$ cat config.mk
export PLATFORM = sky130hd
export DESIGN_NAME = decimal_list_parser_core
export DESIGN_NICKNAME = d
export VERILOG_FILES = /design/src/hw/rtl/dlp_pkg.sv /design/src/hw/rtl/dlp_token.sv /design/src/hw/rtl/dlp_out_fifo.sv /design/src/hw/rtl/decimal_list_parser_core.sv
export SDC_FILE = /design/constraint.sdc
export NUM_CORES = 1
export LEC_CHECK = 0
export ABC_CLOCK_PERIOD_IN_PS = 7380
export BUFFER_PORTS_ARGS = -buffer_cell sky130_fd_sc_hd__clkbuf_2
export CAP_MARGIN = 20
export CORE_MARGIN = 1
export CORE_UTILIZATION = 45
export DETAILED_ROUTE_END_ITERATION = 8
export SLEW_MARGIN = 20
export SYNTH_ARGS = -nofsm -noshare
export SYNTH_HDL_FRONTEND = slang
export SYNTH_HIERARCHICAL = 1
export SYNTH_SLANG_ARGS = --single-unit
$ cat constraint.sdc
create_clock -name i_clk -period 7.38 [get_ports i_clk]
set_input_delay 0 -clock i_clk [delete_from_list [all_inputs] [get_ports i_clk]]
set_output_delay 0 -clock i_clk [all_outputs]
set_load 0.1 [all_outputs]
$ cat src/hw/rtl/dlp_pkg.sv
// Shared types and constants for the decimal list parser.
// No dependencies.
package dlp_pkg;

    localparam int unsigned MAX_VALUES = 8;
    localparam int unsigned FIFO_DEPTH = 4;
    localparam int unsigned FIFO_PTR_W = $clog2(FIFO_DEPTH);
    localparam int unsigned FIFO_CNT_W = $clog2(FIFO_DEPTH + 1);

    localparam logic [7:0]  CHAR_ZERO  = 8'h30;
    localparam logic [7:0]  CHAR_NINE  = 8'h39;
    localparam logic [7:0]  CHAR_EOL   = 8'h00;
    localparam logic [19:0] VALUE_LIMIT = 20'd65535;

    typedef struct packed {
        logic [15:0] freq_value;
        logic [5:0]  slot_index;
        logic [6:0]  value_count;
        logic        line_done;
    } t_result;

    // up to two results per character; when only one, it sits in slot a
    typedef struct packed {
        logic    a_vld;
        logic    b_vld;
        t_result a;
        t_result b;
    } t_res_pair;

endpackage

$ cat src/hw/rtl/dlp_token.sv
// Per-character token logic: accumulator, flags, accepted count.
// Depends on dlp_pkg.
module dlp_token (
    input  logic               i_clk,
    input  logic               i_rst_n,
    input  logic               i_fire,
    input  logic [7:0]         i_char,
    output dlp_pkg::t_res_pair o_pair
);

    logic [15:0] r_accum;
    logic        r_has_digits;
    logic        r_ovf;
    logic [6:0]  r_count;

    logic [15:0] n_accum;
    logic        n_has_digits;
    logic        n_ovf;
    logic [6:0]  n_count;

    logic        is_digit;
    logic        is_eol;
    logic        take;
    logic [19:0] mac;
    logic [6:0]  count_inc;

    assign is_digit  = (i_char >= dlp_pkg::CHAR_ZERO) && (i_char <= dlp_pkg::CHAR_NINE);
    assign is_eol    = (i_char == dlp_pkg::CHAR_EOL);
    // x*10 = x*8 + x*2
    assign mac       = {1'b0, r_accum, 3'b000} + {3'b000, r_accum, 1'b0}
                     + {16'd0, i_char[3:0]};
    assign take      = r_has_digits && !r_ovf && (r_accum != 16'd0)
                     && (r_count < 7'(dlp_pkg::MAX_VALUES));
    assign count_inc = r_count + 7'd1;

    always_comb begin
        n_accum      = r_accum;
        n_has_digits = r_has_digits;
        n_ovf        = r_ovf;
        n_count      = r_count;

        o_pair = '0;

        if (is_digit) begin
            n_has_digits = 1'b1;
            if (!r_ovf) begin
                n_accum = mac[15:0];
                n_ovf   = (mac > dlp_pkg::VALUE_LIMIT);
            end
        end else begin
            n_accum      = 16'd0;
            n_has_digits = 1'b0;
            n_ovf        = 1'b0;
            if (take) begin
                o_pair.a_vld         = 1'b1;
                o_pair.a.freq_value  = r_accum;
                o_pair.a.slot_index  = r_count[5:0];
                o_pair.a.value_count = count_inc;
                n_count              = count_inc;
            end
            if (is_eol) begin
                // summary goes after the value word if there is one
                if (take) begin
                    o_pair.b_vld         = 1'b1;
                    o_pair.b.value_count = count_inc;
                    o_pair.b.line_done   = 1'b1;
                end else begin
                    o_pair.a_vld         = 1'b1;
                    o_pair.a.value_count = r_count;
                    o_pair.a.line_done   = 1'b1;
                end
                n_count = 7'd0;
            end
        end

        if (!i_fire) begin
            o_pair.a_vld = 1'b0;
            o_pair.b_vld = 1'b0;
        end
    end

    always_ff @(posedge i_clk) begin
        if (!i_rst_n) begin
            r_accum      <= 16'd0;
            r_has_digits <= 1'b0;
            r_ovf        <= 1'b0;
            r_count      <= 7'd0;
        end else if (i_fire) begin
            r_accum      <= n_accum;
            r_has_digits <= n_has_digits;
            r_ovf        <= n_ovf;
            r_count      <= n_count;
        end
    end

endmodule

$ cat src/hw/rtl/dlp_out_fifo.sv
// Result queue: takes up to two words per cycle, hands out one.
// Depends on dlp_pkg.
module dlp_out_fifo (
    input  logic                                 i_clk,
    input  logic                                 i_rst_n,
    input  dlp_pkg::t_res_pair                   i_pair,
    input  logic                                 i_pop,
    output logic                                 o_valid,
    output logic                                 o_room2,
    output logic [dlp_pkg::FIFO_CNT_W-1:0]       o_level,
    output dlp_pkg::t_result                     o_data
);

    dlp_pkg::t_result                  r_mem [dlp_pkg::FIFO_DEPTH];
    logic [dlp_pkg::FIFO_PTR_W-1:0]    r_wr_ptr;
    logic [dlp_pkg::FIFO_PTR_W-1:0]    r_rd_ptr;
    logic [dlp_pkg::FIFO_CNT_W-1:0]    r_count;

    logic [dlp_pkg::FIFO_PTR_W-1:0]    wr_ptr1;
    logic                              pop;
    logic [dlp_pkg::FIFO_CNT_W-1:0]    n_pushes;

    assign wr_ptr1  = r_wr_ptr + dlp_pkg::FIFO_PTR_W'(1);
    assign pop      = i_pop && (r_count != '0);
    assign n_pushes = dlp_pkg::FIFO_CNT_W'(i_pair.a_vld) + dlp_pkg::FIFO_CNT_W'(i_pair.b_vld);

    assign o_valid  = (r_count != '0);
    assign o_data   = r_mem[r_rd_ptr];
    assign o_level  = r_count;
    assign o_room2  = (r_count <= dlp_pkg::FIFO_CNT_W'(dlp_pkg::FIFO_DEPTH - 2));

    always_ff @(posedge i_clk) begin
        if (i_pair.a_vld) begin
            r_mem[r_wr_ptr] <= i_pair.a;
        end
        if (i_pair.b_vld) begin
            r_mem[wr_ptr1] <= i_pair.b;
        end
    end

    always_ff @(posedge i_clk) begin
        if (!i_rst_n) begin
            r_wr_ptr <= '0;
            r_rd_ptr <= '0;
            r_count  <= '0;
        end else begin
            r_wr_ptr <= r_wr_ptr + n_pushes[dlp_pkg::FIFO_PTR_W-1:0];
            if (pop) begin
                r_rd_ptr <= r_rd_ptr + dlp_pkg::FIFO_PTR_W'(1);
            end
            r_count <= r_count + n_pushes - dlp_pkg::FIFO_CNT_W'(pop);
        end
    end

endmodule

$ cat src/hw/rtl/decimal_list_parser_core.sv
// Decimal list parser top: input register, token logic, result queue.
// An accepted character is registered in the input register; its words are then registered into the result queue.
// Throughput: one character per cycle when not stalled; a line end after a value yields two words.
// Input stalls while the character register waits for two free queue slots.
// Reset (i_rst_n low, synchronous) clears token state, count and queue.
module decimal_list_parser_core (
    input  logic        i_clk,
    input  logic        i_rst_n,
    input  logic        i_valid,
    input  logic [7:0]  i_char_code,
    output logic        o_stall,
    output logic        o_valid,
    input  logic        i_stall,
    output logic [15:0] o_freq_value,
    output logic [5:0]  o_slot_index,
    output logic [6:0]  o_value_count,
    output logic        o_line_done
);

    logic       r_in_valid;
    logic [7:0] r_in_char;

    logic                                fire;
    logic                                room2;
    logic [dlp_pkg::FIFO_CNT_W-1:0]      level;
    dlp_pkg::t_res_pair                  pair;
    dlp_pkg::t_result                    head;

    assign fire    = r_in_valid && room2;
    assign o_stall = r_in_valid && !room2;

    always_ff @(posedge i_clk) begin
        if (!i_rst_n) begin
            r_in_valid <= 1'b0;
        end else if (!o_stall) begin
            r_in_valid <= i_valid;
        end
    end

    always_ff @(posedge i_clk) begin
        if (!o_stall && i_valid) begin
            r_in_char <= i_char_code;
        end
    end

    dlp_token u_token (
        .i_clk   (i_clk),
        .i_rst_n (i_rst_n),
        .i_fire  (fire),
        .i_char  (r_in_char),
        .o_pair  (pair)
    );

    dlp_out_fifo u_fifo (
        .i_clk   (i_clk),
        .i_rst_n (i_rst_n),
        .i_pair  (pair),
        .i_pop   (!i_stall),
        .o_valid (o_valid),
        .o_room2 (room2),
        .o_level (level),
        .o_data  (head)
    );

    assign o_freq_value  = head.freq_value;
    assign o_slot_index  = head.slot_index;
    assign o_value_count = head.value_count;
    assign o_line_done   = head.line_done;

`ifndef SYNTHESIS
    a_level_bound: assert property (@(posedge i_clk) disable iff (!i_rst_n)
        level <= dlp_pkg::FIFO_CNT_W'(dlp_pkg::FIFO_DEPTH))
        else $error("result queue overfilled");

    a_pair_order: assert property (@(posedge i_clk) disable iff (!i_rst_n)
        pair.b_vld |-> (pair.a_vld && pair.b.line_done && !pair.a.line_done))
        else $error("second word must be the line summary after a value");

    a_summary_zero: assert property (@(posedge i_clk) disable iff (!i_rst_n)
        (o_valid && o_line_done) |-> (o_freq_value == 16'd0 && o_slot_index == 6'd0))
        else $error("summary word carries a value");

    a_no_fire_full: assert property (@(posedge i_clk) disable iff (!i_rst_n)
        (level > dlp_pkg::FIFO_CNT_W'(dlp_pkg::FIFO_DEPTH - 2)) |-> !pair.a_vld)
        else $error("push into queue without room");
`endif

endmodule

==> results.cfg, run 1 <==
[finish]
final_util_pct = 52.1
layout-drive-gt1-share_pct = 33.7
antenna-diode-count = 0
fillCellCount = 1717
final_area_um2 = 10200
syn2layout_area_growth_pct = 12.5
fin_nets = 773

[clock_network]
postCtsSetupBuffers = 0
clockBufferDepth = 2
numCtsBuffers = 17
worstSkewPairLatency_ns = 0.42
ctsHtreeMaxLevel = 4
cts_tree = done
path_clk_slew_ns = 0.06
root_buffer = clkbuf_16
clkSinkCount = 163

[run]
max_cap_viol_count = 0

[detailed_routing]
num_vias = 5555
ant_nets = 0
first_iter_violations = 347
drc = 0
dr.pass1.iters = 5
routed_wirelength_mm = 19.6
wl_per_cell_um = 19.7
vias_per_cell = 5.57

[sta]
slew_headroom_pct = 31.8
rsz0062_at_grt = false
drv_slew = 0
period_minus_slack_ns = 3.71
final.setup.worst_slack_ns = 3.67
worst_slew_pin_slew_ns = 1.02
hold_viol = 0
skew_ns = 0.00895
tns_ns = 0
fmax_mhz = 269
finalCritPeriodShare_pct = 50.3
setup_viol = 0

[logic_synthesis]
ys_top_cells_by_count = edfxtp_1, mux2_2, ha_1
synth_top_area_share_pct = 42.3
syn_inst = 669
synth_warnings = 6
avgSynthCellArea_um2 = 13.6
ys_ff_latch = 163
ys_types = 60
synth_area_leader_cell = edfxtp_1
synth_edf_count = 128
synth_area_um2 = 9090
yosys_most_used_dff = edfxtp_1
synth_most_common_cell = edfxtp_1
synth_seq_area_share_pct = 50.0
synth_area_leaders = edfxtp_1, mux2_2, dfxtp_1
synthArstFlopShare_pct = 0

[grt]
grt_pass1_wl_mm = 30.8
grt_antenna_before_repair = 0
grt_max_degree = 37
gr-total-overflow = 0
groute.usage.overall_pct = 20.1
first_global_vias = 5723

[floorplanning]
die_w_um = 144
die_area_um2 = 20800
start_util_pct = 46.3
std_cell_rows = 51
core_region_area_um2 = 19700
io_pins = 44
dieHeight_um = 144

[worst_setup_path]
r2r_start = r_in_char[1]$_DFFE_PP_
critPathMaxFanout = 23
critPathKind = flop to flop
crit_start = r_in_char[1]$_DFFE_PP_
cp.required_ns = 7.69
cp.arrival_ns = 4.03
setup.worst_path.end_class = flop
startpoint_type = flop

[placed_design]
dpl.hpwl_mm = 12.7
placed_cell_area_um2 = 9500
pre_cts_slack_ns = 3.75
finalWeightedCongestion = 0.832
port_buffers = 43

[power]
power.total_mw = 2.63
ir_drop_mv = 0.291
p_per_area_nw_per_um2 = 257
leakage_nw = 4.14

[hold_path]
holdCritStartpoint = i_rst_n
hold_class = primary input to flop

[run_status]
status = completed
[where the power goes]
part / switching [mW] / leakage, nW / internal (mW) / total (mW)
Combinational: 0.499 / 2.35 / 0.161 / 0.661
Sequential: 0.0139 / 1.48 / 0.998 / 1.01
Clock: 0.350 / 0.311 / 0.603 / 0.953
Total: 0.863 / 4.14 / 1.76 / 2.63
[stage by stage]
stage / instances / hold slack (ns)
final: 997 / 0.227
after detailed placement: 955 / 0.179
after global placement: 954 / 0.178
after floorplan: 696 / 0.0989
after CTS: 997 / 0.218
after global routing: 997 / 0.276
[registers in the layout, summed over array words and instances (netlist names), named ones only]
register	count
r_in_char	8
r_in_valid	1
u_fifo/o_level	3
u_fifo/r_mem	120
u_fifo/r_rd_ptr	2
u_fifo/r_wr_ptr	2
u_token/r_accum	16
u_token/r_count	7
u_token/r_has_digits	1
u_token/r_ovf	1
[kinds of logic after synthesis]
group,synth area share [%]
other,0.0412
xor gates and xnor gates,2.04
and+or+nand+nor,8.23
DFF,50.0
adders and majority gates,6.03
muxes,22.7
buffers and inverters,4.83
AOI/OAI and AO/OA,6.15
[cell usage in the layout, fill, tap and decap left out, types with 17 or more instances in the layout]
cell       synthesis  routed
clkbuf_16          0      17
edfxtp_1         128     128
nor2b_1           21      21
mux4_2            30      30
ha_1              39      39
inv_1             19      19
nand2_1           21      21
and3_1            26      26
a21oi_1           17      17
mux2_2           118     118
clkbuf_2           0      43
conb_1             1      28
dfxtp_1           35      34
[cell type report]
class | instances | area, um2 | share of cell area (%)
clock inverter | 8 | 148 | 1.44
clock buffer | 24 | 492 | 4.80
timing repair buffer | 64 | 402 | 3.92
sequential | 163 | 4550 | 44.4
tap | 265 | 332 | 3.24
inverter | 19 | 71.3 | 0.697
multi-input combinational | 454 | 4250 | 41.5
[metal layers]
metal,GRT usage [%],up-vias,share of wire [%]
li1,-,2616,-
met1,25.1,2805,44
met2,34.9,110,51
met3,3.77,24,3.3
met4,7.15,0,1.8
met5,0,-,0
[critical path: stages, from the launching register on]
cell and delay (ns):
edfxtp_1 0.44, o21ai_1 0.20, nand4_1 0.67, nand2_1 0.36, o21bai_2 0.23, inv_1 0.14, ha_1 0.32, inv_1 0.05
ha_1 0.26, inv_1 0.05, ha_1 0.13, inv_1 0.05, fa_1 0.36, xnor3_1 0.18, and2_1 0.15
[timing repair]
action                    4_1_cts  5_1_grt
hold buffers                   10        0
hold endpoints to repair       11        0
resized for setup               0        0
[worst paths after layout]
check | endpoint | slack (ns) | cells past startpoint
worst min-delay path | r_in_valid$_SDFFE_PN0N_ | 0.23 | 2
worst max register to register | u_fifo/o_level[2]$_SDFF_PN0_ | 3.67 | 14
worst max-delay path | u_fifo/o_level[2]$_SDFF_PN0_ | 3.67 | 14
worst min register to register | flop | 0.48 | 2
Power figures use the tool's default switching activity.
==> inputs of run 2 (changes only) <==
Settings changed: ABC_CLOCK_PERIOD_IN_PS 7380 to 3400.
Clock period 7.38 ns to 3.4 ns, I/O delays scaled along.
==> run 2 against run 1 <==
Compared with the run above: maximum frequency rose by 21%; cell count rose by 1.1%; non-clock buffer count rose by 11; clock power rose by 100%; worst hold slack got worse by 0.20 ns; register-to-register slack got worse by 3.3 ns; critical endpoint unchanged; largest cell class unchanged; largest power group unchanged.
==> results.cfg, run 2 (synthesis gave the netlist of run 1 again) <==
[clock_network]
root_buffer = clkbuf_16
clkSinkCount = 163
cts_resized = 0
ctsHtreeMaxLevel = 4
path_clk_slew_ns = 0.06
worstSkewPairLatency_ns = 0.42
numCtsBuffers = 17
cts_tree = done
clockBufferDepth = 2

[grt]
grt_antenna_before_repair = 0
first_global_vias = 5714
gr-total-overflow = 0
grt_pass1_wl_mm = 31.2
grt_max_degree = 37
groute.usage.overall_pct = 20.4

[sta]
hold-worst-slack_ns = 0.0286
finalCritPeriodShare_pct = 90.6
period_minus_slack_ns = 3.08
hold_viol = 0
setup_viol = 0
skew_ns = 0.00929
worst_slew_pin_slew_ns = 0.992
drv_slew = 0
slew_headroom_pct = 33.6
rsz0062_at_grt = false
fmax_mhz = 325

[finish]
final_common_cell = edfxtp_1
layout-drive-gt1-share_pct = 34.6
largest_register_ffs = 120
reg_top3 = u_fifo/r_mem (120), u_token/r_accum (16), r_in_char (8)
antenna-diode-count = 0
regMostFlops = u_fifo/r_mem
syn2layout_area_growth_pct = 13.4
layout_common_cells = edfxtp_1, mux2_2, clkbuf_2, ha_1, dfxtp_1
stdcell_count = 1008
fin_nets = 784

[worst_setup_path]
crit_slowest_cell = nor4_1
critPathKind = flop to flop
startpoint_type = flop
setup.worst_path.end_class = flop
path_cells = nor4_1, nand4_1, and4_1, and3_1, ha_1, inv_1, ha_1, inv_1, ha_1, inv_1, fa_1, xnor3_1, and2_1
crit_family = simple AND/OR/NAND/NOR gates
crit_buf_inv = 3
critPathMaxFanout = 6
cp.required_ns = 3.72
cp.arrival_ns = 3.40
critical-path-max-stage-delay_ns = 0.42

[floorplanning]
start_util_pct = 46.3
die_area_um2 = 20800
std_cell_rows = 51
io_pins = 44
die_w_um = 144
dieHeight_um = 144
core_region_area_um2 = 19700

[power]
ir_drop_mv = 0.609
leakage_nw = 4.19
power.total_mw = 5.58
p_per_area_nw_per_um2 = 541

[run]
max_cap_viol_count = 0

[hold_path]
hold_class = primary input to flop

[placed_design]
dpl.hpwl_mm = 13.3
finalWeightedCongestion = 0.831
placedCellCount = 967
port_buffers = 43

[detailed_routing]
vias_per_cell = 5.57
routed_wirelength_mm = 20.1
ant_nets = 0
drc = 0
first_iter_violations = 346
wl_per_cell_um = 19.9
num_vias = 5619
dr.pass1.iters = 4

[run_status]
status = completed
[run 2: changes by cell type in the layout (fill, tap and decap cells not counted), sizes merged]
cell         delta
inv             +2
clkinv          +4
bufinv          -1
clkinvlp        +1
dlygate4sd3     -1
clkbuf          -6
buf            +12
[run 2: per-layer routing]
layer	GRT usage [%]	share of wire, %
met1	25.4	43
met2	36.6	53
met3	3.28	3.2
met4	5.15	0.92
met5	0	0
[run 2: path summary, 6_finish.rpt]
| kind | slack (ns) | depth (start not counted) | from | end |
|---|---|---|---|---|
| max | 0.32 | 13 | u_token/r_accum[5]$_SDFFE_PN0P_ | u_fifo/o_level[2]$_SDFF_PN0_ |
| max reg2reg | 0.32 | 13 | u_token/r_accum[5]$_SDFFE_PN0P_ | u_fifo/o_level[2]$_SDFF_PN0_ |
| min reg2reg | 0.49 | 2 | u_fifo/r_rd_ptr[0]$_SDFFE_PN0P_ | flop |
| min | 0.03 | 4 | i_stall | flop |
[run 2: worst min-delay path, cell delays in order]
cell and delay (ns):
clkbuf_2 0.08, inv_1 0.05, o311ai_0 0.15, mux2i_1 0.11
[run 2: through the flow]
| step | TNS (ns) | cell area, um2 | setup slack (ns) | utilization (%) |
|---|---|---|---|---|
| after detailed placement | 0 | 9630 | 0.368 | 49.0 |
| final | 0 | 10300 | 0.321 | 52.5 |
| after floorplan | -29.27 | 9200 | -0.488 | - |
| after global routing | 0 | 10300 | 0.0420 | 52.5 |
| after global placement | 0 | 9630 | 0.404 | 49.0 |
| after CTS | 0 | 10300 | 0.348 | 52.5 |
[run 2: power breakdown]
group          leakage, nW  switching [mW]  internal [mW]
logic                 2.42            1.04          0.356
registers             1.48          0.0809           2.17
clock network        0.281           0.790           1.15
total                 4.19            1.91           3.67
[run 2: timing repair]
action / 4_1_cts / 5_1_grt
hold buffers: 9 / 0
buffers inserted: 0 / 0
endpoints found under the hold margin: 9 / 0
[run 2: layout make-up]
cell class / count / area, um2
Clock buffer: 18 / 429
Clock inverter: 14 / 160
Tap cell: 265 / 332
Sequential cell: 163 / 4550
Multi-Input combinational cell: 454 / 4250
Fill cell: 1696 / 9340
Inverter: 19 / 71.3
Timing Repair Buffer: 75 / 528
==> inputs of run 3 (changes only) <==
Settings changed: GPL_ROUTABILITY_DRIVEN set to 0, MAX_ROUTING_LAYER set to met4, SKIP_CTS_REPAIR_TIMING set to 1.
==> run 3 against run 2 <==
Compared with the run above: utilization down 0.20 points; maximum frequency up 0.34%; clock-buffer cell count unchanged; cell area down 0.38%; sequential power about the same; highest routed layer unchanged; via count down 1.3%; worst hold slack better by 0.0092 ns; clock skew up 0.0045 ns; total power down 0.63%.
==> results.cfg, run 3 (synthesis gave the netlist of run 1 again) <==
[hold_path]
hold_class = primary input to flop
hold_path_depth = 4

[floorplanning]
dieHeight_um = 144
core_region_area_um2 = 19700
std_cell_rows = 51
die_w_um = 144
io_pins = 44
start_util_pct = 46.3
die_area_um2 = 20800

[sta]
skew_ns = 0.0138
drv_slew = 0
final.setup.worst_slack_ns = 0.332
fmax_mhz = 326
finalCritPeriodShare_pct = 90.2
slew_headroom_pct = 33.4
hold_viol = 0
setup_viol = 0
worst_slew_pin_slew_ns = 0.995
rsz0062_at_grt = false
period_minus_slack_ns = 3.07

[finish]
largest_register_ffs = 120
regMostFlops = u_fifo/r_mem
fin_nets = 783
reg_top3 = u_fifo/r_mem (120), u_token/r_accum (16), r_in_char (8)
antenna-diode-count = 0
final_common_cell = edfxtp_1
final_util_pct = 52.3
syn2layout_area_growth_pct = 12.9
fillCellCount = 1692
layout_common_cells = edfxtp_1, mux2_2, clkbuf_2, ha_1, dfxtp_1
layout-drive-gt1-share_pct = 34.9
multi_input_area_um2 = 4250
seq_area_um2 = 4550

[power]
switching_share_pct = 34.9
ir_drop_mv = 0.528
intPower_mw = 3.61
seq_power_share_pct = 40.4
p_per_area_nw_per_um2 = 540
leakage_nw = 4.16
p_sw_mw = 1.94
clkPwrFrac_pct = 34.5
power.total_mw = 5.55
p_comb_share_pct = 25.1

[grt]
gr-total-overflow = 0
grt_pass1_wl_mm = 30.7
first_global_vias = 5691
groute.usage.overall_pct = 20.8
grt_max_degree = 37
grtUsageMet2_pct = 35.6
use_met3_pct = 4.11
met1_usage_pct = 24.7
busiest_layer = met2
grt_antenna_before_repair = 0

[worst_setup_path]
critical-path-max-stage-delay_ns = 0.37
critPathKind = flop to flop
setup.worst_path.end_class = flop
cp.arrival_ns = 3.38
critPathMaxFanout = 6
cp.required_ns = 3.71
reg2regPathDepth = 13
crit_slowest_cell = dfxtp_1
startpoint_type = flop
path_cells = nor4_1, nand4_1, and4_1, and3_1, ha_1, inv_1, ha_1, inv_1, ha_1, inv_1, fa_1, xnor3_1, and2_1

[placed_design]
dpl.hpwl_mm = 13.1
port_buffers = 43
pre_cts_slack_ns = 0.370

[clock_network]
root_buffer = clkbuf_16
cts_tree = done
worstSkewPairLatency_ns = 0.43
clockBufferDepth = 2
clkSinkCount = 163
numCtsBuffers = 17
ctsHtreeMaxLevel = 4
path_clk_slew_ns = 0.07

[detailed_routing]
wl_per_cell_um = 19.6
routed_wirelength_mm = 19.8
drc = 0
ant_nets = 0
first_iter_violations = 388
num_vias = 5544
vias_per_cell = 5.51
dr.pass1.iters = 5

[run_status]
status = completed

[run]
max_cap_viol_count = 0
run 3: through the flow:
| stage | instance area [um2] | instances | TNS (ns) | hold WS (ns) |
|---|---|---|---|---|
| 5_1_grt | 10300 | 1007 | 0 | 0.0429 |
| 3_5_place_dp | 9600 | 966 | 0 | 0.179 |
| 3_3_place_gp | 9600 | 966 | 0 | 0.178 |
| 6_report | 10300 | 1007 | 0 | 0.0378 |
| 4_1_cts | 10200 | 998 | 0 | -0.269 |
| 2_1_floorplan | 9200 | 696 | -29.27 | 0.0989 |
run 3: per-layer routing:
layer	vias to the layer above	part of all wire (%)
met2	105	52
met3	21	3.7
met4	0	1.7
met1	2784	43
li1	2634	-
met5	-	0
run 3: final cells by class:
class | instances | area share [%]
flip-flops and latches | 163 | 44.3
multi-input cells | 454 | 41.3
repair buffers | 74 | 4.82
clock buffers | 18 | 4.18
well taps | 265 | 3.23
clock inverters | 14 | 1.50
inverters | 19 | 0.694
run 3: worst paths after layout:
path | from | end | slack, ns
worst min-delay path | i_stall | flop | 0.04
worst max register to register | u_token/r_accum[3]$_SDFFE_PN0P_ | u_fifo/o_level[2]$_SDFF_PN0_ | 0.33
worst max-delay path | u_token/r_accum[3]$_SDFFE_PN0P_ | u_fifo/o_level[2]$_SDFF_PN0_ | 0.33
worst min register to register | u_fifo/r_rd_ptr[1]$_SDFFE_PN0P_ | flop | 0.49
run 3: worst max-delay path: cells and delay by family, from the launching register on:
kind,cells,cell delay (ns)
AND/OR/NAND/NOR,5,1.16
adder cells (fa/ha/maj),4,1.09
flip-flops,1,0.37
XOR/XNOR,1,0.18
buffers and inverters,3,0.16
run 3: power groups by stage:
| stage | combinational [mW] | clock [mW] | sequential, mW |
|---|---|---|---|
| after global placement | 1.38 | 0 | 2.29 |
| final | 1.39 | 1.91 | 2.24 |
| after global routing | 1.46 | 2.04 | 2.25 |
| after detailed placement | 1.39 | 0 | 2.29 |
| after floorplan | 1.26 | 0 | 2.23 |
| after CTS | 1.39 | 1.95 | 2.25 |
